## src/rtl/rms_envelope_follower_macros.svh

```systemverilog
// Assertion helpers used by rtl/rms_envelope_follower.sv.
// Both forms use the clk and rst_n names of the module that expands them.
`ifndef RMS_ENVELOPE_FOLLOWER_MACROS_SVH
`define RMS_ENVELOPE_FOLLOWER_MACROS_SVH

`ifndef SYNTHESIS
// Same-cycle implication.
`define RMSEF_ASSERT_IMP(lbl, ante, cons, msg) \
  lbl: assert property (@(posedge clk) disable iff (!rst_n) (ante) |-> (cons)) \
    else $error(msg);
// Next-cycle implication.
`define RMSEF_ASSERT_NXT(lbl, ante, cons, msg) \
  lbl: assert property (@(posedge clk) disable iff (!rst_n) (ante) |=> (cons)) \
    else $error(msg);
`else
`define RMSEF_ASSERT_IMP(lbl, ante, cons, msg)
`define RMSEF_ASSERT_NXT(lbl, ante, cons, msg)
`endif

`endif

```

## src/rtl/rmsef_pkg.sv

```systemverilog
`default_nettype none

package rmsef_pkg;

  localparam int SAMPLE_W  = 16;
  localparam int SUM_W     = 42;
  localparam int ENV_W     = 24;
  localparam int RMS_W     = 16;
  localparam int COEFF_W   = 17;
  localparam int ROOT_W    = SUM_W / 2;
  localparam int TGT_W     = RMS_W + 9;
  localparam int CFG_IDX_W = 1;

  localparam logic [RMS_W-1:0]   RMS_FULL      = 16'd32768;
  localparam logic [COEFF_W-1:0] ATTACK_RESET  = 17'd272;
  localparam logic [COEFF_W-1:0] RELEASE_RESET = 17'd14;

  // Configuration register indexes
  localparam logic [CFG_IDX_W-1:0] CFG_ATTACK  = 1'b0;
  localparam logic [CFG_IDX_W-1:0] CFG_RELEASE = 1'b1;

  // Sequencer states
  typedef enum logic [2:0] {
    ST_IDLE,
    ST_SQ,
    ST_DIV,
    ST_SQRT,
    ST_ENV,
    ST_OUT
  } state_t;

  // Status of one serial unit
  typedef struct packed {
    logic busy;
    logic done;
  } step_sts_t;

endpackage

`default_nettype wire

```

## src/rtl/rms_envelope_follower.sv

```systemverilog
`default_nettype none
// Sequence: a sample item holds in_tready low after its transfer while the
// bit-serial squarer runs and accumulates; no new sample is taken until it is done.
// A block-closing item then runs the divide, square root and envelope multiply and
// update, and loads the output register (once it is free) before out_tvalid rises.
// Reset (rst_n low, synchronous) clears the sum, count, overflow flag and
// envelope, sets the coefficients to 272 and 14 and empties the output register.

`include "rms_envelope_follower_macros.svh"

module rms_envelope_follower #(
  parameter int MAX_BLOCK = 4096
) (
  input  logic                               clk,
  input  logic                               rst_n,
  input  logic                               in_tvalid,
  output logic                               in_tready,
  input  logic [15:0]                        in_tdata,   // [15:0] sample
  input  logic                               in_tlast,
  input  logic                               in_tuser,   // [0] block_empty
  output logic                               out_tvalid,
  input  logic                               out_tready,
  output logic [39:0]                        out_tdata,  // [23:0] envelope, [39:24] blk_rms
  output logic                               out_tuser,  // [0] block_overflow
  input  logic                               cfg_we,
  input  logic [rmsef_pkg::CFG_IDX_W-1:0]    cfg_index,
  input  logic [rmsef_pkg::COEFF_W-1:0]      cfg_wdata
);
  import rmsef_pkg::*;

  localparam int CntW = $clog2(MAX_BLOCK + 1);
  localparam logic [CntW-1:0] MaxCount = CntW'(MAX_BLOCK);

  state_t             state_r, state_nxt;
  logic               last_r;
  logic [COEFF_W-1:0] attack_r;
  logic [COEFF_W-1:0] release_r;
  logic               out_valid_r;
  logic [39:0]        out_data_r;
  logic               out_user_r;

  logic sq_start, sq_ovf, acc_clear, div_start, sqrt_start, env_start, out_load;
  logic in_xfer;

  logic [SUM_W-1:0]  sq_sum;
  logic [CntW-1:0]   sq_count;
  logic              sq_ovf_seen;
  logic [SUM_W-1:0]  quotient;
  logic [ROOT_W-1:0] root;
  logic [RMS_W-1:0]  rms;
  logic [ENV_W-1:0]  env_level;
  step_sts_t         sq_sts, div_sts, sqrt_sts, env_sts;

  assign in_xfer = in_tvalid && in_tready;

  // Clamp the root to full scale
  assign rms = (root > ROOT_W'(RMS_FULL)) ? RMS_FULL : root[RMS_W-1:0];

  rmsef_sqacc #(.CNT_W(CntW)) u_sqacc (
    .clk      (clk),
    .rst_n    (rst_n),
    .start    (sq_start),
    .mark_ovf (sq_ovf),
    .clear    (acc_clear),
    .sample   (in_tdata),
    .sum      (sq_sum),
    .count    (sq_count),
    .ovf      (sq_ovf_seen),
    .sts      (sq_sts)
  );

  rmsef_div #(.CNT_W(CntW)) u_div (
    .clk      (clk),
    .rst_n    (rst_n),
    .start    (div_start),
    .dividend (sq_sum),
    .divisor  (sq_count),
    .quotient (quotient),
    .sts      (div_sts)
  );

  rmsef_isqrt u_isqrt (
    .clk      (clk),
    .rst_n    (rst_n),
    .start    (sqrt_start),
    .radicand (quotient),
    .root     (root),
    .sts      (sqrt_sts)
  );

  rmsef_env u_env (
    .clk       (clk),
    .rst_n     (rst_n),
    .start     (env_start),
    .target    ({rms, 9'b0}),
    .attack    (attack_r),
    .release_c (release_r),
    .level     (env_level),
    .sts       (env_sts)
  );

  // State register
  always_ff @(posedge clk) begin
    if (!rst_n) begin
      state_r <= ST_IDLE;
    end else begin
      state_r <= state_nxt;
    end
  end

  // Sequence the serial units
  always_comb begin
    state_nxt  = state_r;
    in_tready  = 1'b0;
    sq_start   = 1'b0;
    sq_ovf     = 1'b0;
    acc_clear  = 1'b0;
    div_start  = 1'b0;
    sqrt_start = 1'b0;
    env_start  = 1'b0;
    out_load   = 1'b0;
    case (state_r)
      ST_IDLE: begin
        in_tready = 1'b1;
        if (in_tvalid) begin
          if (!in_tuser && (sq_count < MaxCount)) begin
            sq_start  = 1'b1;
            state_nxt = ST_SQ;
          end else begin
            sq_ovf = !in_tuser;
            if (in_tlast) begin
              div_start = 1'b1;
              state_nxt = ST_DIV;
            end
          end
        end
      end
      ST_SQ: begin
        if (sq_sts.done) begin
          if (last_r) begin
            div_start = 1'b1;
            state_nxt = ST_DIV;
          end else begin
            state_nxt = ST_IDLE;
          end
        end
      end
      ST_DIV: begin
        if (div_sts.done) begin
          sqrt_start = 1'b1;
          state_nxt  = ST_SQRT;
        end
      end
      ST_SQRT: begin
        if (sqrt_sts.done) begin
          env_start = 1'b1;
          state_nxt = ST_ENV;
        end
      end
      ST_ENV: begin
        if (env_sts.done) begin
          state_nxt = ST_OUT;
        end
      end
      ST_OUT: begin
        if (!out_valid_r || out_tready) begin
          out_load  = 1'b1;
          acc_clear = 1'b1;
          state_nxt = ST_IDLE;
        end
      end
      default: begin
        state_nxt = ST_IDLE;
      end
    endcase
  end

  // Hold the block marker of the accepted item
  always_ff @(posedge clk) begin
    if (!rst_n) begin
      last_r <= 1'b0;
    end else if (in_xfer) begin
      last_r <= in_tlast;
    end
  end

  // Configuration writes
  always_ff @(posedge clk) begin
    if (!rst_n) begin
      attack_r  <= ATTACK_RESET;
      release_r <= RELEASE_RESET;
    end else if (cfg_we) begin
      case (cfg_index)
        CFG_ATTACK:  attack_r  <= cfg_wdata;
        CFG_RELEASE: release_r <= cfg_wdata;
        default: begin
        end
      endcase
    end
  end

  // Output register: load a result, drop it on transfer
  always_ff @(posedge clk) begin
    if (!rst_n) begin
      out_valid_r <= 1'b0;
    end else if (out_load) begin
      out_valid_r <= 1'b1;
    end else if (out_tready) begin
      out_valid_r <= 1'b0;
    end
  end

  always_ff @(posedge clk) begin
    if (out_load) begin
      out_data_r <= {rms, env_level};
      out_user_r <= sq_ovf_seen;
    end
  end

  assign out_tvalid = out_valid_r;
  assign out_tdata  = out_data_r;
  assign out_tuser  = out_user_r;

  `RMSEF_ASSERT_IMP(a_sq_busy_state, sq_sts.busy, state_r == ST_SQ, "squarer busy outside ST_SQ")
  `RMSEF_ASSERT_IMP(a_div_busy_state, div_sts.busy, state_r == ST_DIV, "divider busy outside ST_DIV")
  `RMSEF_ASSERT_IMP(a_sqrt_busy_state, sqrt_sts.busy, state_r == ST_SQRT, "root busy outside ST_SQRT")
  `RMSEF_ASSERT_IMP(a_count_bound, 1'b1, sq_count <= MaxCount, "sample count above block limit")
  `RMSEF_ASSERT_NXT(a_sample_return, sq_sts.done && !last_r, in_tready, "not ready after sample")

endmodule

`default_nettype wire

```

## src/rtl/rmsef_sqacc.sv

```systemverilog
`default_nettype none

// Bit-serial squarer with a saturating sum of squares and a sample counter.
module rmsef_sqacc #(
  parameter int CNT_W = 13
) (
  input  logic                                 clk,
  input  logic                                 rst_n,
  input  logic                                 start,
  input  logic                                 mark_ovf,
  input  logic                                 clear,
  input  logic signed [rmsef_pkg::SAMPLE_W-1:0] sample,
  output logic [rmsef_pkg::SUM_W-1:0]          sum,
  output logic [CNT_W-1:0]                     count,
  output logic                                 ovf,
  output rmsef_pkg::step_sts_t                 sts
);
  import rmsef_pkg::*;

  localparam int ItW = $clog2(SAMPLE_W);
  localparam logic [ItW-1:0] ItLast = ItW'(SAMPLE_W - 1);

  logic                  busy_r;
  logic                  done_r;
  logic [ItW-1:0]        it_r;
  logic [SAMPLE_W-1:0]   mcand_r;
  logic [2*SAMPLE_W-1:0] prod_r;
  logic [SUM_W-1:0]      sum_r;
  logic [CNT_W-1:0]      count_r;
  logic                  ovf_r;

  logic [SAMPLE_W-1:0]   mag;
  logic [SAMPLE_W:0]     part;
  logic [2*SAMPLE_W-1:0] prod_nxt;
  logic [SUM_W:0]        sum_add;
  logic [SUM_W-1:0]      sum_nxt;

  // Magnitude of the two's complement sample
  assign mag = sample[SAMPLE_W-1] ? (~sample + 1'b1) : sample;

  // One shift-add step, then the saturating accumulate on the last step
  always_comb begin
    part     = {1'b0, prod_r[2*SAMPLE_W-1:SAMPLE_W]}
             + (prod_r[0] ? {1'b0, mcand_r} : '0);
    prod_nxt = {part, prod_r[SAMPLE_W-1:1]};
    sum_add  = {1'b0, sum_r} + (SUM_W+1)'(prod_nxt);
    sum_nxt  = sum_add[SUM_W] ? '1 : sum_add[SUM_W-1:0];
  end

  // Hold the iteration control
  always_ff @(posedge clk) begin
    if (!rst_n) begin
      busy_r  <= 1'b0;
      done_r  <= 1'b0;
      it_r    <= '0;
      sum_r   <= '0;
      count_r <= '0;
      ovf_r   <= 1'b0;
    end else begin
      done_r <= 1'b0;
      if (clear) begin
        sum_r   <= '0;
        count_r <= '0;
        ovf_r   <= 1'b0;
      end else if (mark_ovf) begin
        ovf_r <= 1'b1;
      end
      if (start) begin
        busy_r <= 1'b1;
        it_r   <= '0;
      end else if (busy_r) begin
        it_r <= it_r + 1'b1;
        if (it_r == ItLast) begin
          busy_r  <= 1'b0;
          done_r  <= 1'b1;
          sum_r   <= sum_nxt;
          count_r <= count_r + 1'b1;
        end
      end
    end
  end

  // Advance the multiplier datapath
  always_ff @(posedge clk) begin
    if (start) begin
      mcand_r <= mag;
      prod_r  <= {{SAMPLE_W{1'b0}}, mag};
    end else if (busy_r) begin
      prod_r <= prod_nxt;
    end
  end

  assign sum   = sum_r;
  assign count = count_r;
  assign ovf   = ovf_r;
  assign sts   = '{busy: busy_r, done: done_r};

endmodule

`default_nettype wire

```

## src/rtl/rmsef_div.sv

```systemverilog
`default_nettype none

// Restoring divider, one quotient bit per cycle. A zero divisor gives zero.
module rmsef_div #(
  parameter int CNT_W = 13
) (
  input  logic                        clk,
  input  logic                        rst_n,
  input  logic                        start,
  input  logic [rmsef_pkg::SUM_W-1:0] dividend,
  input  logic [CNT_W-1:0]            divisor,
  output logic [rmsef_pkg::SUM_W-1:0] quotient,
  output rmsef_pkg::step_sts_t        sts
);
  import rmsef_pkg::*;

  localparam int ItW = $clog2(SUM_W);
  localparam logic [ItW-1:0] ItLast = ItW'(SUM_W - 1);

  logic             busy_r;
  logic             done_r;
  logic [ItW-1:0]   it_r;
  logic [SUM_W-1:0] quo_r;
  logic [CNT_W-1:0] rem_r;
  logic [CNT_W-1:0] dvsr_r;
  logic             zero_r;

  logic [CNT_W:0]   shifted;
  logic             ge;
  logic [CNT_W:0]   diff;
  logic [CNT_W-1:0] rem_nxt;

  // Trial subtract of the divisor from the shifted remainder
  always_comb begin
    shifted = {rem_r, quo_r[SUM_W-1]};
    ge      = shifted >= {1'b0, dvsr_r};
    diff    = shifted - {1'b0, dvsr_r};
    rem_nxt = ge ? diff[CNT_W-1:0] : shifted[CNT_W-1:0];
  end

  always_ff @(posedge clk) begin
    if (!rst_n) begin
      busy_r <= 1'b0;
      done_r <= 1'b0;
      it_r   <= '0;
    end else begin
      done_r <= 1'b0;
      if (start) begin
        busy_r <= 1'b1;
        it_r   <= '0;
      end else if (busy_r) begin
        it_r <= it_r + 1'b1;
        if (it_r == ItLast) begin
          busy_r <= 1'b0;
          done_r <= 1'b1;
        end
      end
    end
  end

  // Shift the dividend out and the quotient bits in
  always_ff @(posedge clk) begin
    if (start) begin
      quo_r  <= dividend;
      rem_r  <= '0;
      dvsr_r <= divisor;
      zero_r <= (divisor == '0);
    end else if (busy_r) begin
      quo_r <= {quo_r[SUM_W-2:0], ge};
      rem_r <= rem_nxt;
    end
  end

  assign quotient = zero_r ? '0 : quo_r;
  assign sts      = '{busy: busy_r, done: done_r};

endmodule

`default_nettype wire

```

## src/rtl/rmsef_isqrt.sv

```systemverilog
`default_nettype none

// Integer square root, one root bit (two radicand bits) per cycle.
module rmsef_isqrt (
  input  logic                         clk,
  input  logic                         rst_n,
  input  logic                         start,
  input  logic [rmsef_pkg::SUM_W-1:0]  radicand,
  output logic [rmsef_pkg::ROOT_W-1:0] root,
  output rmsef_pkg::step_sts_t         sts
);
  import rmsef_pkg::*;

  localparam int ItW  = $clog2(ROOT_W);
  localparam int RemW = ROOT_W + 2;
  localparam int ShW  = ROOT_W + 3;
  localparam logic [ItW-1:0] ItLast = ItW'(ROOT_W - 1);

  logic              busy_r;
  logic              done_r;
  logic [ItW-1:0]    it_r;
  logic [SUM_W-1:0]  v_r;
  logic [RemW-1:0]   rem_r;
  logic [ROOT_W-1:0] root_r;

  logic [ShW-1:0]    rem_sh;
  logic [ShW-1:0]    trial;
  logic              ge;
  logic [ShW-1:0]    diff;
  logic [RemW-1:0]   rem_nxt;

  // Bring down two bits and test root*4+1
  always_comb begin
    rem_sh  = {rem_r[RemW-2:0], v_r[SUM_W-1:SUM_W-2]};
    trial   = {1'b0, root_r, 2'b01};
    ge      = rem_sh >= trial;
    diff    = rem_sh - trial;
    rem_nxt = ge ? diff[RemW-1:0] : rem_sh[RemW-1:0];
  end

  always_ff @(posedge clk) begin
    if (!rst_n) begin
      busy_r <= 1'b0;
      done_r <= 1'b0;
      it_r   <= '0;
    end else begin
      done_r <= 1'b0;
      if (start) begin
        busy_r <= 1'b1;
        it_r   <= '0;
      end else if (busy_r) begin
        it_r <= it_r + 1'b1;
        if (it_r == ItLast) begin
          busy_r <= 1'b0;
          done_r <= 1'b1;
        end
      end
    end
  end

  always_ff @(posedge clk) begin
    if (start) begin
      v_r    <= radicand;
      rem_r  <= '0;
      root_r <= '0;
    end else if (busy_r) begin
      v_r    <= {v_r[SUM_W-3:0], 2'b00};
      rem_r  <= rem_nxt;
      root_r <= {root_r[ROOT_W-2:0], ge};
    end
  end

  assign root = root_r;
  assign sts  = '{busy: busy_r, done: done_r};

endmodule

`default_nettype wire

```

## src/rtl/rmsef_env.sv

```systemverilog
`default_nettype none

// Envelope update: serial coefficient multiply, rounding and clamped step.
module rmsef_env (
  input  logic                          clk,
  input  logic                          rst_n,
  input  logic                          start,
  input  logic [rmsef_pkg::TGT_W-1:0]   target,
  input  logic [rmsef_pkg::COEFF_W-1:0] attack,
  input  logic [rmsef_pkg::COEFF_W-1:0] release_c,
  output logic [rmsef_pkg::ENV_W-1:0]   level,
  output rmsef_pkg::step_sts_t          sts
);
  import rmsef_pkg::*;

  localparam int ProdW = TGT_W + COEFF_W;
  localparam int StepW = ProdW - 16;
  localparam int ItW   = $clog2(COEFF_W);
  localparam logic [ItW-1:0] ItLast = ItW'(COEFF_W - 1);
  localparam logic [ProdW-1:0] Half = ProdW'(32768);

  logic              busy_r;
  logic              done_r;
  logic              fin_r;
  logic [ItW-1:0]    it_r;
  logic [ENV_W-1:0]  level_r;
  logic              up_r;
  logic [TGT_W-1:0]  mag_r;
  logic [ProdW-1:0]  prod_r;

  logic [TGT_W-1:0]  level_x;
  logic              up;
  logic [COEFF_W-1:0] coeff;
  logic [TGT_W:0]    part;
  logic [ProdW-1:0]  prod_nxt;
  logic [ProdW-1:0]  rnd;
  logic [StepW-1:0]  step_v;
  logic [StepW:0]    raise;
  logic [ENV_W-1:0]  level_nxt;

  // Direction and coefficient for the step toward the target
  always_comb begin
    level_x = {1'b0, level_r};
    up      = target >= level_x;
    coeff   = (target > level_x) ? attack : release_c;
  end

  // One shift-add step of coeff * distance
  always_comb begin
    part     = {1'b0, prod_r[ProdW-1:COEFF_W]} + (prod_r[0] ? {1'b0, mag_r} : '0);
    prod_nxt = {part, prod_r[COEFF_W-1:1]};
  end

  // Round half up, then move the level and clamp to the Q0.24 range
  always_comb begin
    rnd    = prod_r + Half;
    step_v = rnd[ProdW-1:16];
    raise  = (StepW+1)'(level_r) + {1'b0, step_v};
    if (up) begin
      level_nxt = (raise > (StepW+1)'({ENV_W{1'b1}})) ? '1 : raise[ENV_W-1:0];
    end else begin
      level_nxt = (step_v >= StepW'(level_r)) ? '0 : level_r - step_v[ENV_W-1:0];
    end
    if (up_r) begin
      level_nxt = (raise > (StepW+1)'({ENV_W{1'b1}})) ? '1 : raise[ENV_W-1:0];
    end
  end

  always_ff @(posedge clk) begin
    if (!rst_n) begin
      busy_r  <= 1'b0;
      done_r  <= 1'b0;
      fin_r   <= 1'b0;
      it_r    <= '0;
      level_r <= '0;
    end else begin
      done_r <= 1'b0;
      if (start) begin
        busy_r <= 1'b1;
        fin_r  <= 1'b0;
        it_r   <= '0;
      end else if (fin_r) begin
        fin_r   <= 1'b0;
        busy_r  <= 1'b0;
        done_r  <= 1'b1;
        level_r <= level_nxt;
      end else if (busy_r) begin
        it_r <= it_r + 1'b1;
        if (it_r == ItLast) begin
          fin_r <= 1'b1;
        end
      end
    end
  end

  // Load the operands, then advance the product
  always_ff @(posedge clk) begin
    if (start) begin
      up_r   <= up;
      mag_r  <= up ? (target - level_x) : (level_x - target);
      prod_r <= {{TGT_W{1'b0}}, coeff};
    end else if (busy_r && !fin_r) begin
      prod_r <= prod_nxt;
    end
  end

  assign level = level_r;
  assign sts   = '{busy: busy_r, done: done_r};

endmodule

`default_nettype wire

```

## config.mk

```make
export PLATFORM = sky130hd
export DESIGN_NAME = rms_envelope_follower
export DESIGN_NICKNAME = d
export VERILOG_FILES = /design/src/rtl/rmsef_pkg.sv /design/src/rtl/rms_envelope_follower.sv /design/src/rtl/rmsef_sqacc.sv /design/src/rtl/rmsef_div.sv /design/src/rtl/rmsef_isqrt.sv /design/src/rtl/rmsef_env.sv
export VERILOG_INCLUDE_DIRS = /design/src /design/src/rtl
export SDC_FILE = /design/constraint.sdc
export NUM_CORES = 1
export LEC_CHECK = 0
export BUFFER_PORTS_ARGS = -buffer_cell sky130_fd_sc_hd__buf_4
export CAP_MARGIN = 10
export CORE_MARGIN = 10
export CORE_UTILIZATION = 50
export CTS_CLUSTER_DIAMETER = 40
export DETAILED_ROUTE_END_ITERATION = 7
export GPL_TIMING_DRIVEN = 0
export HOLD_SLACK_MARGIN = 0.15
export PLACE_DENSITY = 0.7
export SETUP_SLACK_MARGIN = 0.2
export SKIP_CTS_REPAIR_TIMING = 1
export SLEW_MARGIN = 20
export SYNTH_ARGS = -nofsm -noshare
export SYNTH_HDL_FRONTEND = slang
export SYNTH_SLANG_ARGS = --single-unit
export TNS_END_PERCENT = 100
```

## constraint.sdc

```tcl
create_clock -name clk -period 4.85 [get_ports clk]
set_input_delay 0.2425 -clock clk [delete_from_list [all_inputs] [get_ports clk]]
set_output_delay 0.2425 -clock clk [all_outputs]
set_load 0.02 [all_outputs]
```

# After elaboration in Yosys (flattened, before gate mapping)

Cells that the tools add are included.

Flip-flop bits (word level): 459
Input bits: 41
Output and inout bits: 43
Word-level logic and storage cells: 193

$add $sub $neg: 16
Magnitude comparators: 8
Equal/unequal tests: 16
Multiplexer cells: 77
Bitwise operators: 9
Reductions and logical operators: 29

Operator list:

| kind                                                                   | number |
|---|---|
| 42-bit two-way mux                                                     | 10 |
| 24-bit two-way mux                                                     | 4 |
| 16-bit two-way mux                                                     | 5 |
| 13-bit two-way mux                                                     | 5 |
| 17-bit two-way mux                                                     | 3 |
| 25-bit two-way mux                                                     | 2 |
| 42-bit by 32-bit adder with 43-bit output                              | 1 |
| 42-bit by 16-bit adder with 42-bit output, second input constant       | 1 |
| 1-bit two-way mux                                                      | 36 |
| 24-bit by 26-bit adder with 27-bit output                              | 1 |
| 27-bit by 24-bit > comparator with 1-bit output, second input constant | 1 |
| 25-bit by 25-bit adder with 26-bit output                              | 1 |
| 26-bit by 24-bit greater-or-equal comparator with 1-bit output         | 1 |
| 25-bit by 24-bit greater-or-equal comparator with 1-bit output         | 1 |
| 25-bit by 24-bit > comparator with 1-bit output                        | 1 |
| 24-bit by 25-bit subtractor with 25-bit output                         | 1 |
| 25-bit by 24-bit subtractor with 25-bit output                         | 1 |
| 24-bit by 23-bit greater-or-equal comparator with 1-bit output         | 1 |
| 3-bit two-way mux                                                      | 8 |
| 24-bit subtractor                                                      | 1 |
| 22-bit two-way mux                                                     | 1 |
| 22-bit subtractor                                                      | 1 |
| 21-bit by 16-bit > comparator with 1-bit output, second input constant | 1 |
| 3-bit one-hot mux with 6 select lines                                  | 1 |
| other kinds (33)                                                       | 66 |

# Depth between registers and ports, before layout

Word-level depth: 8
Mapped depth: 24
Gate-level depth less buffers: 22

# Hierarchy

A second synthesis with hierarchy kept.

Cell total of the unflattened synthesis: 3356
Area total of the unflattened synthesis: 30501.8 um^2

By module, submodules not included:

| module                | instances | cells an instance | area each (um^2) | sequential area each (um^2) |
|---|---|---|---|---|
| rmsef_env             | 1         | 1486              | 11549.8          | 2432.3 |
| rmsef_sqacc           | 1         | 779               | 6950.4           | 2522.4 |
| rmsef_isqrt           | 1         | 474               | 4922.2           | 2262.2 |
| rmsef_div             | 1         | 347               | 4117.7           | 2102.0 |
| rms_envelope_follower | 1         | 270               | 2961.6           | 2011.9 |

# Least setup slack after synthesis

No wires, ideal clock.

Path type: register to register
Start: reg u_sqacc.prod_r[0]
End: reg u_sqacc.sum_r[39] (netlist: u_sqacc.sum[39])
Library setup time: 0.122 ns
Arrival: 4.213 ns
Required time: 4.728 ns
Path slack: 0.514 ns
Cell stages (with the launch flop): 25
Buffers on the path: 2
Path through: edfxtp_1 -> clkbuf_1 -> and2_1 -> ha_1 -> a21o_1 -> a21oi_1 -> o21ai_0 -> nand2_1 -> o2111a_1 -> nor2_1 -> a21oi_1 -> nor2b_1 -> nor3_1 -> nor2_1 -> ha_1 -> a21o_1 -> a21o_1 -> a211oi_1 -> o21bai_1 -> o2111ai_1 -> and2_1 -> buf_2 -> nor3b_2 -> a21o_1 -> a21oi_1

Longest elaborated chain between the ends: 7

RTL lines:

| what                                      | RTL line          | source |
|---|---|---|
| from (decl)                               | rmsef_sqacc.sv:27 | `logic [2*SAMPLE_W-1:0] prod_r;` |
| from (signal assigned)                    | rmsef_sqacc.sv:87 | `prod_r <= {{SAMPLE_W{1'b0}}, mag};` |
| from (signal assigned)                    | rmsef_sqacc.sv:89 | `prod_r <= prod_nxt;` |
| 16-bit two-way mux                        | rmsef_sqacc.sv:44 | `+ (prod_r[0] ? {1'b0, mcand_r} : '0);` |
| 16-bit by 16-bit adder with 17-bit output | rmsef_sqacc.sv:44 |  |
| net u_sqacc.part[13]                      | rmsef_sqacc.sv:33 | `logic [SAMPLE_W:0] part;` |
| 42-bit by 32-bit adder with 43-bit output | rmsef_sqacc.sv:46 | `sum_add = {1'b0, sum_r} + (SUM_W+1)'(prod_nxt);` |
| 42-bit two-way mux                        | rmsef_sqacc.sv:47 | `sum_nxt = sum_add[SUM_W] ? '1 : sum_add[SUM_W-1:0];` |
| 42-bit two-way mux                        | rmsef_sqacc.sv:73 | `if (it_r == ItLast) begin` |
| 42-bit two-way mux                        | rmsef_sqacc.sv:71 | `end else if (busy_r) begin` |
| 42-bit two-way mux                        | rmsef_sqacc.sv:68 | `if (start) begin` |
| to (signal assigned)                      | rmsef_sqacc.sv:76 | `sum_r <= sum_nxt;` |
| to (decl)                                 | rmsef_sqacc.sv:28 | `logic [SUM_W-1:0] sum_r;` |

The timed path passes the listed nets, and every way through them passes these cells.
A chain may end at the register's enable or synchronous reset.

# Worst setup path after layout

Start: reg u_env.prod_r[16]
End: reg u_env.level_r[3] (netlist: u_env.level[3])

Longest elaborated chain between the ends: 6

RTL lines:

| what                                            | RTL line                         | source |
|---|---|---|
| from (decl)                                     | rmsef_env.sv:29                  | `logic [ProdW-1:0] prod_r;` |
| from (signal assigned)                          | rmsef_env.sv:101                 | `prod_r <= {{TGT_W{1'b0}}, coeff};` |
| from (signal assigned)                          | rmsef_env.sv:103                 | `prod_r <= prod_nxt;` |
| 42-bit by 16-bit adder with 42-bit output (*)   | rmsef_env.sv:56                  | `rnd = prod_r + Half;` |
| 24-bit by 26-bit adder with 27-bit output       | rmsef_env.sv:58                  | `raise = (StepW+1)'(level_r) + {1'b0, step_v};` |
| 27-bit by 24-bit > comparator with 1-bit output | rmsef_env.sv:60, rmsef_env.sv:65 |  |
| 24-bit two-way mux                              | rmsef_env.sv:60, rmsef_env.sv:65 |  |
| 24-bit two-way mux                              | rmsef_env.sv:59                  | `if (up) begin` |
| 24-bit two-way mux (*)                          | rmsef_env.sv:64                  | `if (up_r) begin` |
| to (signal assigned)                            | rmsef_env.sv:86                  | `level_r <= level_nxt;` |
| to (decl)                                       | rmsef_env.sv:26                  | `logic [ENV_W-1:0] level_r;` |

Mark *: on every way between the ends. The rest lies on a longest branch, timed or not.

==> flow_metrics.tcl <==
set metrics [dict create \
    run_status "finished clean" \
    diodes 0 \
    async_flop_share_pct 0 \
    setup_ws_ns 0.3343 \
    areaGrowthSynthToFinish_pct 18.27 \
    min_path_type "in2reg" \
    tritoncts "done" \
    die_area_mm2 0.06780 \
    whs_ns 0.1300 \
    fin_crit_sh_pct 93.11 \
    max-cap-violations 0 \
    peakVddDrop_uv 405.2 \
    synth.distinct_cells 96 \
    yosysSeqAreaShare_pct 39.22 \
    slew_headroom_pct 29.54 \
    wl_per_cell_um 17.60 \
    die_h_um 260.4 \
    cts.sinks 459 \
    synth_top_area_cell "edfxtp_1" \
    cts_root_buf "clkbuf_16" \
    synthesis.area_mm2 0.02889 \
    dp_hpwl_mm 56.26 \
    cts_max_level 3 \
    synth_compound_area_share_pct 17.99 \
    synth_flop_cell "dfxtp_1" \
    yosys.area_share.adder_pct 10.06 \
    critPathCaptureType "flop" \
    grt_pass1_wl_mm 120.7 \
    tns_ns 0 \
    synth_top_area_share_pct 22.24 \
    cp-start-kind "flop" \
    placed_area_mm2 0.03055 \
    grt_max_degree 35 \
    r2r_end "u_env.level[3]" \
    synth_edf_count 214 \
    clk_pin_slew_worst_paths_ns 0.05 \
    globalRouteOverflowTotal 0 \
    vias 24380 \
    fp.dieW_um 260.4 \
    yosys_warnings 0 \
    synthMuxAreaShare_pct 3.378 \
    dr.first_iter.drc_count 1607 \
    r2r_slack_ns 0.33 \
    whs_path_depth 4 \
    p_per_area_mw_per_mm2 375.1 \
    start_util_pct 50.27 \
    coreArea_mm2 0.05748 \
    synth_xor_area_share_pct 4.911 \
    syn_nets 3586 \
    r2r_start "u_env.prod_r[16]" \
    setup_viol 0 \
    synthMostInstantiatedCell "nand2_1" \
    syn_avg_cell_area_um2 8.710 \
    grt_pass1_vias 22660 \
    arrival_ns 5.06 \
    post-place-ws_ns -0.4710 \
    synth_top_family_by_area "simple AND/OR/NAND/NOR gates" \
    drc 0 \
    vias_per_cell 5.592 \
    worstSetupPathType "reg2reg" \
    r2r_cells 19 \
    clk_path_buf_depth 3 \
    groute.usage.overall_pct 21.71 \
    drive_gt1_share_pct 11.54 \
    insertion_delay_ns 0.62 \
    worstMarginPinSlew_ns 1.057 \
    first_pass_iters 5 \
    syn_inst 3317 \
    final_area_mm2 0.03417 \
    antenna_found_initial 0 \
    cts-buffers-inserted 72 \
    worstSetupStartpoint "u_env.prod_r[16]" \
    rsz0062_at_grt "yes" \
    synth_simple_gate_area_share_pct 19.78 \
    slew_viol_final 0 \
    hold_viol 0 \
    path_max_fanout 10 \
    min_to "release_r[6]" \
    fin_crit_ns 4.516 \
    p_leak_nw 14.45 \
    fmax_mhz 221.4 \
    ys_ff_latch 459 \
    rows 88 \
    ys_top_cells_by_count "nand2_1 (537), a21oi_1 (272), dfxtp_1 (245), ha_1 (221), nor2_1 (219)" \
    totalWireLength_mm 76.74 \
    worstPathRequired_ns 5.40 \
    port-buffer-count 82 \
    finClkSkew_ns 0.02634 \
    worstHoldStart "cfg_we" \
    nets 3805 \
    gp_congestion 0.9314 \
    antenna_left 0 \
    ys_top_cells_by_area "edfxtp_1 (22%), dfxtp_1 (17%), ha_1 (9.6%)" \
    pin_count 84 \
]
critical path: stages, from the launching register on:
cell and delay [ns]:
edfxtp_1 0.46, ha_2 0.30, nand4_1 0.22, or3_4 0.49, nor2_2 0.17, xor2_2 0.26
ha_1 0.28, buf_4 0.18, and4_2 0.29, a21bo_2 0.23, a21oi_2 0.16, nor4_2 0.06
o21ai_1 0.20, a221o_1 0.18, nand3b_1 0.08, buf_4 0.19, a21oi_4 0.15, buf_4 0.27
o221ai_1 0.16, nand2_1 0.09
cells in the final DEF, fill, tap and decap left out, types with 59 or more instances in the layout:
cell,n
a21o_1,70
a21oi_1,266
and2_1,60
buf_4,112
clkbuf_1,110
clkbuf_16,73
dfxtp_1,239
edfxtp_1,214
ha_1,211
inv_1,188
mux2i_1,93
nand2_1,532
nand3_1,59
nor2_1,211
o21ai_0,158
xnor2_1,91
xor2_1,60
cell type report:
type | count | area (µm²)
tap | 765 | 957.2
inverter | 192 | 720.7
sequential | 459 | 11340
timing repair buffer | 145 | 1229
clock inverter | 49 | 579.3
clock buffer | 84 | 1908
multi-input combinational | 2515 | 16750
fill | 5053 | 23300
buffer | 151 | 679.4
sequential cells by signal, summed over array words and instances, names as in the netlist, 16 cells and up:
register	count
out_tdata	40
u_isqrt.root	21
u_sqacc.sum	42
u_div.quo_r	42
u_isqrt.rem_r	22
u_env.prod_r	42
u_sqacc.prod_r	32
u_env.level	24
u_env.mag_r	25
u_isqrt.v_r	42
attack_r	17
u_sqacc.mcand_r	16
release_r	17
through the flow:
step | util (%) | power [W] | std cells
2_1_floorplan | - | 0.006714 | 3317
3_3_place_gp | 53.00 | 0.007329 | 4164
3_5_place_dp | 53.16 | 0.007356 | 4168
4_1_cts | 57.48 | 0.01266 | 4301
5_1_grt | 59.45 | 0.01344 | 4360
6_report | 59.45 | 0.01282 | 4360
report_power, final:
part	internal (W)	total [W]	switching (W)	leakage [nW]
registers	0.00439	0.00460	0.000204	3.92
logic	0.00125	0.00294	0.00169	9.33
clock network	0.00326	0.00528	0.00202	1.20
worst max-delay path by stage:
stage	endpoint	depth (start not counted)	slack [ns]
2_1_floorplan	u_sqacc.sum[39]	24	0.51
3_3_place_gp	u_env.level[22]	19	-0.47
3_5_place_dp	u_env.level[22]	19	-0.47
4_1_cts	u_env.level[3]	19	-0.52
5_1_grt	u_sqacc.sum[39]	21	0.08
6_report	u_env.level[3]	19	0.33
routing by layer:
metal	wire [µm]	global-route usage, %	part of all wire [%]
met3	4554	3.236	5.9
met5	0	0	0
met2	34970	34.58	46
met4	2164	7.024	2.8
met1	35050	29.84	46
cell families after synthesis:
kind of cell / after synthesis
multiplexers: 97
AND/OR/NAND/NOR: 1210
AO/OA/AOI/OAI: 818
adder cells (fa/ha/maj): 228
buffers and inverters: 343
flip-flops: 459
XOR/XNOR: 162
Power figures use the tool's default switching activity.
